### src/hw/rtl/lld_pkg.sv
// ---------------------------------------------------------------------------
// lld_pkg: shared types and constants for the list engine
// Holds the request and status codes and the controller/datapath buses.
// ---------------------------------------------------------------------------
package lld_pkg;
	localparam int CAPACITY   = 64;
	localparam int DATA_WIDTH = 32;
	localparam int IDX_W      = $clog2(CAPACITY);
	localparam int CNT_W      = $clog2(CAPACITY + 1);

	typedef logic [IDX_W-1:0] idx_t;
	typedef logic [CNT_W-1:0] cnt_t;

	localparam logic [2:0] REQ_PUSH_FRONT = 3'd0;
	localparam logic [2:0] REQ_PUSH_BACK  = 3'd1;
	localparam logic [2:0] REQ_POP_FRONT  = 3'd2;
	localparam logic [2:0] REQ_POP_BACK   = 3'd3;
	localparam logic [2:0] REQ_INSERT_AT  = 3'd4;
	localparam logic [2:0] REQ_REMOVE_AT  = 3'd5;

	localparam logic [1:0] ST_OK    = 2'd0;
	localparam logic [1:0] ST_EMPTY = 2'd1;
	localparam logic [1:0] ST_RANGE = 2'd2;
	localparam logic [1:0] ST_FULL  = 2'd3;

	// memory selector for a read or write
	typedef enum logic [1:0] {
		MEM_FWD,
		MEM_BWD,
		MEM_VAL,
		MEM_FREE
	} mem_sel_t;

	// address source
	typedef enum logic [2:0] {
		ADR_CUR,
		ADR_NEW,
		ADR_PRV,
		ADR_NXT,
		ADR_FTOP,
		ADR_FTOP_M1
	} adr_sel_t;

	typedef struct packed {
		logic     load;       // capture request, first_node into cur
		logic     init;       // sweep free stack, addr from init counter
		logic     rd_en;
		mem_sel_t rd_mem;
		adr_sel_t rd_adr;
		logic     cap_cur;    // cur <= read data
		logic     cap_new;    // new node <= read data
		logic     cap_prv;
		logic     cap_nxt;
		logic     cap_val;
		logic     wr_en;
		mem_sel_t wr_mem;
		adr_sel_t wr_adr;
		logic [1:0] wr_dat;   // 0 new, 1 prv, 2 nxt, 3 cur/value
		logic     ftop_dec;
		logic     ftop_inc;
		logic     cnt_inc;
		logic     cnt_dec;
		logic     set_first;  // first <= first_src
		logic [1:0] first_src; // 0 new, 1 nxt, 2 zero
		logic     set_last;
		logic [1:0] last_src;  // 0 new, 1 prv, 2 zero
		logic     cur_first;  // cur <= first_node
		logic     cur_last;
		logic     clr_removed;
		logic     set_status;
		logic [1:0] status;
		logic     done;
	} lld_cmd_t;

	typedef struct packed {
		logic [2:0] req;
		cnt_t       pos;
		cnt_t       count;
		logic       pool_full;
		logic       cur_is_first;
		logic       cur_is_last;
		logic       init_done;
	} lld_stat_t;
endpackage

### src/hw/rtl/linked_list_deque_engine_unit.sv
// ---------------------------------------------------------------------------
// linked_list_deque_engine_unit: circular doubly linked list over a node pool
// Pushes, pops, positional inserts and removes on a 64-node pool.
// ---------------------------------------------------------------------------
// After reset the unit holds busy high while it fills the free stack. A
// transaction is taken at a rising edge where start is high and busy low;
// busy then stays high until the result is out, so only one transaction
// is in flight. Each one answers with a single result on removed_value,
// status and item_count, marked by done for exactly one cycle; the receiver
// cannot stall it, so capture it then. A new transaction may be taken in the
// done cycle. Errors and unused codes go from decode straight to the result.
// Insert and remove at a middle position walk forward links from the first
// node, with a read, a capture and a test per link, since each node memory
// gives one registered read a cycle; the longest walk is 63 links.
module linked_list_deque_engine_unit (
	input  logic        clk,
	input  logic        arst_n,
	input  logic        start,
	output logic        busy,
	input  logic [2:0]  req_type,
	input  logic [31:0] value,
	input  logic [6:0]  position,
	output logic        done,
	output logic [31:0] removed_value,
	output logic [1:0]  status,
	output logic [6:0]  item_count
);
	import lld_pkg::*;

	lld_cmd_t  cmd;
	lld_stat_t stat;

	// sequencer: decode, walk and step the link updates
	lld_ctrl u_ctrl (
		.clk(clk), .arst_n(arst_n), .start(start), .busy(busy),
		.done(done), .cmd(cmd), .stat(stat)
	);

	// node pool, pointers and result registers
	lld_datapath u_dp (
		.clk(clk), .arst_n(arst_n), .cmd(cmd), .stat(stat),
		.req_type(req_type), .value(value), .position(position),
		.removed_value(removed_value), .status(status), .item_count(item_count)
	);

`ifndef SYNTHESIS
	// a result never shows while a transaction is in flight
	a_done_idle: assert property (@(posedge clk) disable iff (!arst_n)
		done |-> !busy);
	// an accepted transaction raises busy on the next cycle
	a_accept_busy: assert property (@(posedge clk) disable iff (!arst_n)
		(start && !busy) |=> busy);
	// the count never passes the pool size
	a_count_range: assert property (@(posedge clk) disable iff (!arst_n)
		item_count <= 7'(CAPACITY));
	// result fields are known whenever done marks them
	a_result_known: assert property (@(posedge clk) disable iff (!arst_n)
		done |-> !$isunknown({removed_value, status, item_count}));
`endif
endmodule

### src/hw/rtl/lld_datapath.sv
// ---------------------------------------------------------------------------
// lld_datapath: node pool memories, pointers and result registers
// One read and one write per cycle; read data registered.
// ---------------------------------------------------------------------------
module lld_datapath (
	input  logic              clk,
	input  logic              arst_n,
	input  lld_pkg::lld_cmd_t cmd,
	output lld_pkg::lld_stat_t stat,
	input  logic [2:0]        req_type,
	input  logic [31:0]       value,
	input  logic [6:0]        position,
	output logic [31:0]       removed_value,
	output logic [1:0]        status,
	output logic [6:0]        item_count
);
	import lld_pkg::*;

	logic [DATA_WIDTH-1:0] val_mem [CAPACITY];
	idx_t fwd_mem [CAPACITY];
	idx_t bwd_mem [CAPACITY];
	idx_t free_mem [CAPACITY];

	logic [2:0] req_q;
	cnt_t pos_q, count_q, ftop_q, init_q;
	logic [DATA_WIDTH-1:0] wval_q, removed_q;
	idx_t first_q, last_q, cur_q, new_q, prv_q, nxt_q;
	logic [1:0] status_q;
	logic [DATA_WIDTH-1:0] rdata_q;

	function automatic idx_t adr(input adr_sel_t s, input idx_t c, input idx_t n,
		input idx_t p, input idx_t x, input cnt_t t);
		case (s)
			ADR_CUR:     return c;
			ADR_NEW:     return n;
			ADR_PRV:     return p;
			ADR_NXT:     return x;
			ADR_FTOP:    return t[IDX_W-1:0];
			ADR_FTOP_M1: return IDX_W'(t - cnt_t'(1));
			default:     return c;
		endcase
	endfunction

	idx_t ra, wa, wd_idx;
	always_comb begin
		ra = adr(cmd.rd_adr, cur_q, new_q, prv_q, nxt_q, ftop_q);
		wa = cmd.init ? init_q[IDX_W-1:0] :
			adr(cmd.wr_adr, cur_q, new_q, prv_q, nxt_q, ftop_q);
		case (cmd.wr_dat)
			2'd0:    wd_idx = new_q;
			2'd1:    wd_idx = prv_q;
			2'd2:    wd_idx = nxt_q;
			default: wd_idx = cur_q;
		endcase
		if (cmd.init)
			wd_idx = IDX_W'(cnt_t'(CAPACITY - 1) - init_q);
	end

	// memories: read registered, one write per cycle
	always_ff @(posedge clk) begin
		if (cmd.wr_en || cmd.init) begin
			unique case (cmd.init ? MEM_FREE : cmd.wr_mem)
				MEM_FWD:  fwd_mem[wa]  <= wd_idx;
				MEM_BWD:  bwd_mem[wa]  <= wd_idx;
				MEM_VAL:  val_mem[wa]  <= wval_q;
				MEM_FREE: free_mem[wa] <= wd_idx;
				default: ;
			endcase
		end
		if (cmd.rd_en) begin
			unique case (cmd.rd_mem)
				MEM_FWD:  rdata_q <= DATA_WIDTH'(fwd_mem[ra]);
				MEM_BWD:  rdata_q <= DATA_WIDTH'(bwd_mem[ra]);
				MEM_VAL:  rdata_q <= val_mem[ra];
				MEM_FREE: rdata_q <= DATA_WIDTH'(free_mem[ra]);
				default:  rdata_q <= rdata_q;
			endcase
		end
	end

	always_ff @(posedge clk) begin
		if (cmd.load) begin
			req_q  <= req_type;
			pos_q  <= position;
			wval_q <= value;
		end
		if (cmd.cap_cur) cur_q <= rdata_q[IDX_W-1:0];
		else if (cmd.cur_first || cmd.load) cur_q <= first_q;
		else if (cmd.cur_last) cur_q <= last_q;
		if (cmd.cap_new) new_q <= rdata_q[IDX_W-1:0];
		if (cmd.cap_prv) prv_q <= rdata_q[IDX_W-1:0];
		if (cmd.cap_nxt) nxt_q <= rdata_q[IDX_W-1:0];
	end

	always_ff @(posedge clk or negedge arst_n) begin
		if (!arst_n) begin
			count_q   <= '0;
			ftop_q    <= cnt_t'(CAPACITY);
			init_q    <= '0;
			first_q   <= '0;
			last_q    <= '0;
			removed_q <= '0;
			status_q  <= ST_OK;
		end else begin
			if (cmd.init) init_q <= init_q + cnt_t'(1);
			if (cmd.ftop_dec) ftop_q <= ftop_q - cnt_t'(1);
			if (cmd.ftop_inc) ftop_q <= ftop_q + cnt_t'(1);
			if (cmd.cnt_inc) count_q <= count_q + cnt_t'(1);
			if (cmd.cnt_dec) count_q <= count_q - cnt_t'(1);
			if (cmd.set_first)
				first_q <= (cmd.first_src == 2'd0) ? new_q :
					(cmd.first_src == 2'd1) ? nxt_q : '0;
			if (cmd.set_last)
				last_q <= (cmd.last_src == 2'd0) ? new_q :
					(cmd.last_src == 2'd1) ? prv_q : '0;
			if (cmd.clr_removed) removed_q <= '0;
			if (cmd.cap_val) removed_q <= rdata_q;
			if (cmd.set_status) status_q <= cmd.status;
		end
	end

	always_comb begin
		stat.req          = req_q;
		stat.pos          = pos_q;
		stat.count        = count_q;
		stat.pool_full    = (ftop_q == '0);
		stat.cur_is_first = (cur_q == first_q);
		stat.cur_is_last  = (cur_q == last_q);
		stat.init_done    = (init_q == cnt_t'(CAPACITY));
	end

	assign removed_value = removed_q;
	assign status        = status_q;
	assign item_count    = count_q;
endmodule

### src/hw/rtl/lld_ctrl.sv
// ---------------------------------------------------------------------------
// lld_ctrl: request sequencer
// Decodes a request, walks forward links and steps the link updates.
// ---------------------------------------------------------------------------
module lld_ctrl (
	input  logic               clk,
	input  logic               arst_n,
	input  logic               start,
	output logic               busy,
	output logic               done,
	output lld_pkg::lld_cmd_t  cmd,
	input  lld_pkg::lld_stat_t stat
);
	import lld_pkg::*;

	typedef enum logic [4:0] {
		S_INIT, S_IDLE, S_DEC,
		S_I_POP, S_I_NEW, S_I_VAL, S_I_EMPTY1, S_I_EMPTY2, S_I_BWD, S_I_PRV,
		S_I_L1, S_I_L2, S_I_L3, S_I_L4,
		S_WALK, S_WALK_RD, S_WALK_CAP,
		S_R_PRV, S_R_PRVC, S_R_NXTC, S_R_VAL, S_R_VALC, S_R_L1, S_R_L2,
		S_R_FREE, S_FIN
	} state_t;

	state_t state_q;
	logic   insert_q;   // current op inserts
	logic   front_q;    // insert becomes new first
	logic   back_q;     // insert becomes new last
	cnt_t   steps_q;
	logic   done_q;
	logic [1:0] dec_status;

	// outcome of the captured request against the current list
	always_comb begin
		dec_status = ST_OK;
		unique case (stat.req) inside
			REQ_PUSH_FRONT, REQ_PUSH_BACK, REQ_INSERT_AT: begin
				if (stat.pool_full)
					dec_status = ST_FULL;
				else if (stat.req == REQ_INSERT_AT && stat.pos > stat.count)
					dec_status = ST_RANGE;
			end
			REQ_POP_FRONT, REQ_POP_BACK, REQ_REMOVE_AT: begin
				if (stat.count == '0)
					dec_status = ST_EMPTY;
				else if (stat.req == REQ_REMOVE_AT && stat.pos >= stat.count)
					dec_status = ST_RANGE;
			end
			default: ;
		endcase
	end

	always_comb begin
		cmd = '0;
		cmd.rd_mem = MEM_FWD; cmd.rd_adr = ADR_CUR;
		cmd.wr_mem = MEM_FWD; cmd.wr_adr = ADR_CUR;
		unique case (state_q)
			S_INIT: cmd.init = !stat.init_done;
			S_IDLE: begin
				cmd.load = start;
				cmd.clr_removed = start;
			end
			S_DEC: begin
				cmd.set_status = 1'b1;
				cmd.status = dec_status;
				cmd.cur_last = (stat.req == REQ_POP_BACK);
			end
			// take a node off the free stack
			S_I_POP: begin
				cmd.rd_en = 1'b1; cmd.rd_mem = MEM_FREE; cmd.rd_adr = ADR_FTOP_M1;
				cmd.ftop_dec = 1'b1;
			end
			S_I_NEW: cmd.cap_new = 1'b1;
			S_I_VAL: begin
				cmd.wr_en = 1'b1; cmd.wr_mem = MEM_VAL; cmd.wr_adr = ADR_NEW;
			end
			S_I_EMPTY1: begin
				cmd.wr_en = 1'b1; cmd.wr_mem = MEM_FWD; cmd.wr_adr = ADR_NEW; cmd.wr_dat = 2'd0;
				cmd.set_first = 1'b1; cmd.set_last = 1'b1;
			end
			// close the single-node circle backwards
			S_I_EMPTY2: begin
				cmd.wr_en = 1'b1; cmd.wr_mem = MEM_BWD; cmd.wr_adr = ADR_NEW; cmd.wr_dat = 2'd0;
			end
			S_I_BWD: begin
				cmd.rd_en = 1'b1; cmd.rd_mem = MEM_BWD; cmd.rd_adr = ADR_CUR;
			end
			S_I_PRV: cmd.cap_prv = 1'b1;
			S_I_L1: begin
				cmd.wr_en = 1'b1; cmd.wr_mem = MEM_FWD; cmd.wr_adr = ADR_PRV; cmd.wr_dat = 2'd0;
			end
			S_I_L2: begin
				cmd.wr_en = 1'b1; cmd.wr_mem = MEM_BWD; cmd.wr_adr = ADR_NEW; cmd.wr_dat = 2'd1;
			end
			S_I_L3: begin
				cmd.wr_en = 1'b1; cmd.wr_mem = MEM_FWD; cmd.wr_adr = ADR_NEW; cmd.wr_dat = 2'd3;
			end
			S_I_L4: begin
				cmd.wr_en = 1'b1; cmd.wr_mem = MEM_BWD; cmd.wr_adr = ADR_CUR; cmd.wr_dat = 2'd0;
				cmd.set_first = front_q; cmd.set_last = back_q;
			end
			S_WALK_RD: cmd.rd_en = 1'b1;
			S_WALK_CAP: cmd.cap_cur = 1'b1;
			S_R_PRV: begin
				cmd.rd_en = 1'b1; cmd.rd_mem = MEM_BWD;
			end
			S_R_PRVC: begin
				cmd.cap_prv = 1'b1; cmd.rd_en = 1'b1; cmd.rd_mem = MEM_FWD;
			end
			S_R_NXTC: begin
				cmd.cap_nxt = 1'b1; cmd.rd_en = 1'b1; cmd.rd_mem = MEM_VAL;
			end
			S_R_VALC: begin
				cmd.cap_val = 1'b1;
				cmd.wr_en = 1'b1; cmd.wr_mem = MEM_FWD; cmd.wr_adr = ADR_PRV; cmd.wr_dat = 2'd2;
			end
			S_R_L1: begin
				cmd.wr_en = 1'b1; cmd.wr_mem = MEM_BWD; cmd.wr_adr = ADR_NXT; cmd.wr_dat = 2'd1;
				if (stat.count == cnt_t'(1)) begin
					cmd.set_first = 1'b1; cmd.first_src = 2'd2;
					cmd.set_last = 1'b1; cmd.last_src = 2'd2;
				end else begin
					cmd.set_first = stat.cur_is_first; cmd.first_src = 2'd1;
					cmd.set_last = stat.cur_is_last; cmd.last_src = 2'd1;
				end
			end
			S_R_FREE: begin
				cmd.wr_en = 1'b1; cmd.wr_mem = MEM_FREE; cmd.wr_adr = ADR_FTOP; cmd.wr_dat = 2'd3;
				cmd.ftop_inc = 1'b1; cmd.cnt_dec = 1'b1;
			end
			default: ;
		endcase
		if (state_q == S_I_EMPTY1 || state_q == S_I_L4) cmd.cnt_inc = 1'b1;
		if (state_q == S_I_EMPTY1) begin
			cmd.wr_dat = 2'd0;
		end
		cmd.done = done_q;
	end

	// hold state and the registered outputs
	always_ff @(posedge clk or negedge arst_n) begin
		if (!arst_n) begin
			state_q  <= S_INIT;
			insert_q <= 1'b0;
			front_q  <= 1'b0;
			back_q   <= 1'b0;
			steps_q  <= '0;
			done_q   <= 1'b0;
		end else begin
			done_q <= 1'b0;
			unique case (state_q)
				S_INIT: if (stat.init_done) state_q <= S_IDLE;
				S_IDLE: if (start) state_q <= S_DEC;
				S_DEC: begin
					unique case (stat.req) inside
						REQ_PUSH_FRONT, REQ_PUSH_BACK, REQ_INSERT_AT: begin
							insert_q <= 1'b1;
							if (stat.pool_full) begin
								state_q <= S_FIN;
							end else if (stat.req == REQ_INSERT_AT &&
								stat.pos > stat.count) begin
								state_q <= S_FIN;
							end else begin
								front_q <= (stat.req == REQ_PUSH_FRONT) ||
									(stat.req == REQ_INSERT_AT && stat.pos == '0);
								back_q <= (stat.req == REQ_PUSH_BACK) ||
									(stat.req == REQ_INSERT_AT && stat.pos == stat.count);
								steps_q <= (stat.req == REQ_INSERT_AT) ? stat.pos : '0;
								state_q <= S_I_POP;
							end
						end
						REQ_POP_FRONT, REQ_POP_BACK, REQ_REMOVE_AT: begin
							insert_q <= 1'b0;
							if (stat.count == '0 ||
								(stat.req == REQ_REMOVE_AT && stat.pos >= stat.count)) begin
								state_q <= S_FIN;
							end else begin
								steps_q <= (stat.req == REQ_REMOVE_AT) ? stat.pos : '0;
								state_q <= (stat.req == REQ_POP_BACK) ? S_R_PRV : S_WALK;
							end
						end
						default: state_q <= S_FIN;
					endcase
				end
				S_I_POP: state_q <= S_I_NEW;
				S_I_NEW: state_q <= S_I_VAL;
				S_I_VAL: state_q <= (stat.count == '0) ? S_I_EMPTY1 :
					(front_q || back_q) ? S_I_BWD : S_WALK;
				S_I_EMPTY1: state_q <= S_I_EMPTY2;
				S_I_EMPTY2: state_q <= S_FIN;
				S_WALK: state_q <= (steps_q == '0) ? (insert_q ? S_I_BWD : S_R_PRV) : S_WALK_RD;
				S_WALK_RD: state_q <= S_WALK_CAP;
				S_WALK_CAP: begin
					steps_q <= steps_q - cnt_t'(1);
					state_q <= S_WALK;
				end
				S_I_BWD: state_q <= S_I_PRV;
				S_I_PRV: state_q <= S_I_L1;
				S_I_L1: state_q <= S_I_L2;
				S_I_L2: state_q <= S_I_L3;
				S_I_L3: state_q <= S_I_L4;
				S_I_L4: state_q <= S_FIN;
				S_R_PRV: state_q <= S_R_PRVC;
				S_R_PRVC: state_q <= S_R_NXTC;
				S_R_NXTC: state_q <= S_R_VAL;
				S_R_VAL: state_q <= S_R_VALC;
				S_R_VALC: state_q <= S_R_L1;
				S_R_L1: state_q <= S_R_L2;
				S_R_L2: state_q <= S_R_FREE;
				S_R_FREE: state_q <= S_FIN;
				S_FIN: begin
					done_q  <= 1'b1;
					state_q <= S_IDLE;
				end
				default: state_q <= S_IDLE;
			endcase
		end
	end

	assign busy = (state_q != S_IDLE);
	assign done = done_q;
endmodule
### config.mk
export PLATFORM = sky130hd
export DESIGN_NAME = linked_list_deque_engine_unit
export DESIGN_NICKNAME = d
export VERILOG_FILES = /design/src/hw/rtl/lld_pkg.sv /design/src/hw/rtl/linked_list_deque_engine_unit.sv /design/src/hw/rtl/lld_datapath.sv /design/src/hw/rtl/lld_ctrl.sv
export SDC_FILE = /design/constraint.sdc
export NUM_CORES = 2
export LEC_CHECK = 0
export BUFFER_PORTS_ARGS = -buffer_cell sky130_fd_sc_hd__buf_2
export CAP_MARGIN = 10
export CELL_PAD_IN_SITES_DETAIL_PLACEMENT = 1
export CELL_PAD_IN_SITES_GLOBAL_PLACEMENT = 2
export CORE_MARGIN = 2
export CORE_UTILIZATION = 49
export DETAILED_ROUTE_END_ITERATION = 8
export PLACE_DENSITY_LB_ADDON = 0.12
export SLEW_MARGIN = 20
export SYNTH_ARGS = -nofsm -noshare
export SYNTH_HDL_FRONTEND = slang
export SYNTH_SLANG_ARGS = --single-unit
### constraint.sdc
create_clock -name clk -period 25.8 [get_ports clk]
set_clock_uncertainty 0.2 [all_clocks]
set_input_delay 5.16 -clock clk [delete_from_list [all_inputs] [get_ports clk]]
set_output_delay 5.16 -clock clk [all_outputs]
set_load 0.02 [all_outputs]
### Word-level counts from Yosys, hierarchy flattened

Memory sizes are Yosys's and may differ from the RTL's.
Cells that the tools add are included.

* register bits: 181
* memory bits (writable): 3200
* input bits: 45
* output and inout port bits: 43
* logic and storage cells: 222
* memories: 4

Memories
* u_dp.val_mem: words 64, bits a word 32, read ports 1, clocked after Yosys merged registers in 0, write ports 1, line lld_datapath.sv:19 `logic [DATA_WIDTH-1:0] val_mem [CAPACITY];`
* u_dp.bwd_mem: words 64, bits a word 6, read ports 1, clocked after Yosys merged registers in 0, write ports 1, line lld_datapath.sv:21 `idx_t bwd_mem [CAPACITY];`
* u_dp.free_mem: words 64, bits a word 6, read ports 1, clocked after Yosys merged registers in 0, write ports 1, line lld_datapath.sv:22 `idx_t free_mem [CAPACITY];`
* u_dp.fwd_mem: words 64, bits a word 6, read ports 1, clocked after Yosys merged registers in 0, write ports 1, line lld_datapath.sv:20 `idx_t fwd_mem [CAPACITY];`

* $add $sub $neg: 7
* $lt $le $gt $ge: 2
* equality and inequality tests: 62
* multiplexer cells: 81
* bitwise operators: 2
* reduce and logical (&&, ||, !) cells: 43

Operator list (number)
* 32-bit case mux with 4 select lines: 1
* 5-bit case mux with 23 select lines: 1
* 32-bit 2-to-1 mux: 2
* 7-bit 2-to-1 mux: 9
* 6-bit 2-to-1 mux: 10
* 6-bit case mux with 5 select lines: 2
* 5-bit equality test, second input constant: 10
* 5-bit 2-to-1 mux: 9
* 6-bit case mux with 7 select lines: 1
* 5-bit by 4-bit equality test with 1-bit output, second input constant: 8
* 7-bit logical NOT: 4
* 7-bit case mux with 2 select lines: 2
* 1-bit 2-to-1 mux: 25
* 7-bit by 1-bit adder with 7-bit output, second input constant: 3
* 7-bit by 1-bit subtractor with 7-bit output, second input constant: 3
* 5-bit by 3-bit equality test with 1-bit output, second input constant: 4
* 3-bit by 2-bit equality test with 1-bit output, second input constant: 6
* 3-bit equality test, second input constant: 6
* 6-bit case mux with 3 select lines: 1
* 2-bit 2-to-1 mux: 8
* 2-bit OR reduction: 7
* 6-bit equality test: 2
* 2-bit case mux with 3 select lines: 2
* 2-bit by 1-bit equality test with 1-bit output, second input constant: 5
* 34 further kinds: 66

### Longest topological paths before layout

* word-level depth: 8
* depth in mapped cells: 16
* gate-level depth less buffers: 12

### Modules after synthesis

Synthesis repeated with hierarchy kept, for this count alone.

* cells, all modules: 7834
* area total of the unflattened synthesis: 133887.2 µm²

Modules (own cells, without submodules)
* lld_datapath: instances 1, cells an instance 7525, area an instance 131765.1 µm², seq. area each 100712.8 µm²
* lld_ctrl: instances 1, cells an instance 309, area an instance 2122.0 µm², seq. area each 400.4 µm²

### Worst setup path before layout

Ideal clock, no wire load.

* kind: register -> register
* start: register u_ctrl.state_q[2]
* end: memory u_dp.bwd_mem[0][0] (netlist bit), data pin
* setup time: 1.693 ns
* data arrival time: 8.829 ns
* data required time: 23.907 ns
* path slack: 15.078 ns
* stages on the path, launching flop included: 5
* period minus slack after synthesis: 10.722 ns
* path through: dfrtp_1 nor3_2 nand3_1 clkbuf_1 o21ai_0

* longest elaborated chain between the ends: 7
* elaborated cells on any way between the ends: 17
* those cells by class: eq/ne: 8; mux: 5; reduce/logical: 4

Ends and longest elaborated chain
* start, declared: line lld_ctrl.sv:25 `state_t state_q;`
* start signal, assigned: line lld_ctrl.sv:179 `state_q <= (stat.req == REQ_POP_BACK) ? S_R_PRV : S_WALK;`
* start signal, assigned: line lld_ctrl.sv:187 `S_I_VAL: state_q <= (stat.count == '0) ? S_I_EMPTY1 :`
* start signal, assigned: line lld_ctrl.sv:191 `S_WALK: state_q <= (steps_q == '0) ? (insert_q ? S_I_BWD : S_R_PRV) : S_WALK_RD;`
* 5-bit by 4-bit equality test with 1-bit output or 5-bit equality test (tied branches): line lld_ctrl.sv:57 `unique case (state_q)`
* 2-bit OR reduction (no line)
* 2-bit case mux with 3 select lines: line lld_ctrl.sv:57
* 2-bit 2-to-1 mux: line lld_ctrl.sv:134 `if (state_q == S_I_EMPTY1) begin`
* 2-bit equality test (tied with other cells): line lld_datapath.sv:49 `case (cmd.wr_dat)`
* 6-bit case mux with 3 select lines: line lld_datapath.sv:49
* 6-bit 2-to-1 mux *: line lld_datapath.sv:55 `if (cmd.init)`
* net u_dp.wd_idx[0]: line lld_datapath.sv:44 `idx_t ra, wa, wd_idx;`
* end, declared: line lld_datapath.sv:21

Mark *: on every way through the listed nets, which the timed path passes. The rest lies on a longest branch.

### Worst setup path in the final report

* start: register u_ctrl.state_q[1]
* end: output busy

* longest elaborated chain between the ends: 1

Ends and longest elaborated chain
* 5-bit by 1-bit inequality test with 1-bit output: line lld_ctrl.sv:220 `assign busy = (state_q != S_IDLE);`
* end, declared: line linked_list_deque_engine_unit.sv:19 `output logic busy,`

No other way between the ends.

==> results.ini <==
[setup_path]
worstReg2RegStart=u_ctrl.state_q[1]
worst_ep_required_time_ps=20440
cp-start-kind=flop
r2r_cells=14
critPathLaunch=u_ctrl.state_q[1]
cp_max_fo=25
reg2reg_setup_slack_ps=17550
cp-end-kind=output port
worstSetupEndpoint=busy
r2r_end=u_dp.rdata_q[15]
path_class=flop to output port
crit_arrival_ps=2970

[clock_network]
cts_max_level=5
clk_pin_slew_ps=60
clockBufferDepth=4
cts_buffers=360
cts_tree=built
cts.sinks=3381
cts_hold_buf=0
cts_root_buffer=clkbuf_16
clkLatencyLatePin_ps=960
post-cts-setup-buffers=0
post_cts_resized=0

[route]
final_antenna_net_count=0
via_count=91900
met3_length_um=40300
wl_um=462000
dr.pass1.iters=6
post_drt_wl_per_cell_um=32.5
vias_per_cell=6.46
drc=0
wl_met2_um=214000
routed.top_layer=met5
drt_iter0_markers=11700
drt-met1-wl_um=195000

[logic_synthesis]
synthTopCellsByArea=edfxtp_1 72%, nand2_1 7.8%, a311oi_1 2.8%, and3_1 2.3%, dfrtp_1 1.5%
yosysSeqAreaShare_pct=74.0
synth_top_area_cell=edfxtp_1
synth_nets=10300
synth_edf_count=3298
yosysWarnings=0
yosys-top-cells-count=3298 x edfxtp_1, 2829 x nand2_1, 508 x and3_1, 442 x a311oi_1, 388 x nand3_1
syn_inst=10300
syn_area_mm2=0.137
synthFlopType=edfxtp_1
yosysMostFrequentCell=edfxtp_1
synth_area_per_cell_um2=13.3
synth_top_area_share_pct=72.5
ys_types=86
async_flop_share_pct=2.45
ys_ff_latch=3381

[floorplanning]
ios=88
fp.dieW_um=532
rows=193
die_y_um=532
initial_core_util_pct=49.3
dieArea_mm2=0.283
core_mm2=0.277

[timing]
worst_pin_slew_ps=1250
setup_tns_ps=0
fmax_ghz=0.120
layout_min_cycle_time_ps=8330
period_share_pct=32.3
layout_setup_ws_ps=17480
setup_viol=0
rsz0062_at_grt=no
finalHoldViolations=0
drv_slew=0
slew_headroom_pct=15.5

[job]
cap_viol_max_count=0

[power]
pwr_density_cell_mw_per_mm2=71.7
power.leakage_nw=51.6
ir_drop_mv=0.0558

[place]
place_hpwl_um=244000
place_congestion=0.832
place_ws_ps=17640
place.port_buffers=87

[worst_hold_path]
hold_class=flop to flop

[layout]
drive_gt1_share_pct=9.22
fin_nets=10300
nFillCells=26700
area_delta_synth_final_pct=11.5

[global_routing]
grt_max_degree=193
antenna_found_initial=21
grt_pass1_wl_um=661000
first_global_vias=92200
grt_usage_pct=31.9
gr-total-overflow=0

[run_status]
status=finished clean

-- cell type report --
| class | count | area [um^2] | area share (%) |
|---|---|---|---|
| multi-input combinational | 6128 | 32900 | 21.6 |
| clock inverter | 197 | 1560 | 1.02 |
| tap | 3705 | 4640 | 3.04 |
| antenna | 1 | 2.50 | 0.00164 |
| timing repair buffer | 338 | 2510 | 1.65 |
| clock buffer | 457 | 9560 | 6.27 |
| sequential | 3381 | 101000 | 66.3 |
| inverter | 28 | 106 | 0.0698 |
-- placed cells by master, fill, tap and decap left out, types with 19 or more instances in the layout --
master and n:
xnor2_1 23, nand3_1 386, clkinv_1 90, a211oi_1 159
nand2_1 2820, bufinv_16 19, edfxtp_1 3298, buf_2 87
a21oi_1 204, o21ai_0 145, inv_1 27, clkbuf_1 84
clkbuf_16 365, clkinv_2 61, nor2_4 70, dfrtp_1 82
a221o_1 27, nand4_1 24, nor3_1 299, and3_1 508
a31oi_1 152, a311oi_1 442, buf_4 235, a22oi_1 34
a221oi_1 47, nor2_1 269, a32oi_1 35, mux2i_1 151
o211ai_1 22
-- layer usage --
metal  vias to the layer above  track usage [%]
met4                         8             9.03
met1                     48300             46.5
met2                      4455             49.9
li1                      38400                -
met5                         -                0
met3                       732             4.82
-- worst min path at each step --
stage,from,to,slack (ps),cells after the start
global placement,u_dp.rdata_q[21],u_dp.removed_value[21],260,2
floorplan,u_dp.rdata_q[10],u_dp.removed_value[10],230,2
CTS,u_dp.init_q[6],u_dp.init_q[6],280,1
global route,u_dp.ftop_q[6],u_dp.ftop_q[6],310,1
finish,u_dp.init_q[6],u_dp.init_q[6],270,1
detailed placement,u_dp.init_q[6],u_dp.init_q[6],270,1
-- where the power goes --
part / internal [mW] / switching [mW]
Combinational: 0.00245 / 0.00427
Clock: 2.81 / 2.18
Sequential: 5.93 / 0
Total: 8.74 / 2.18
-- state kept, by name, summed over array words and instances (netlist names), 32 cells and up --
register            count
u_dp.val_mem         2048
u_dp.bwd_mem          384
u_dp.free_mem         384
u_dp.fwd_mem          384
u_dp.rdata_q           32
u_dp.removed_value     32
u_dp.wval_q            32
-- worst max-delay path, stage by stage, from the launching register on --
cell and delay (ps):
dfrtp_1 680, inv_1 310, nand2_1 230, nor2_1 360
nand2_1 220, buf_2 250
-- per-stage QoR --
stage	instances	util (%)	hold slack [ps]	power [mW]	area, um^2
5_1_grt	14200	55.0	306	11.2	152000
4_1_cts	14200	55.0	281	11.0	152000
3_5_place_dp	13600	51.0	267	6.06	141000
2_1_floorplan	10300	-	226	6.05	137000
3_3_place_gp	13600	51.0	256	6.06	141000
6_report	14200	55.0	274	10.9	152000
-- cell families (layout without fill, tap and decap cells) --
group	count (synthesis)	in the layout	share of synthesized area (%)
multiplexers	164	164	1.28
XOR/XNOR	35	35	0.224
other	0	1	0
buffers and inverters	762	1020	2.51
flip-flops	3381	3381	74.0
adder cells (fa/ha/maj)	16	16	0.146
AND/OR/NAND/NOR	4473	4473	14.1
AO/OA/AOI/OAI	1440	1440	7.75
No activity file was read; power rests on OpenSTA's default activity.
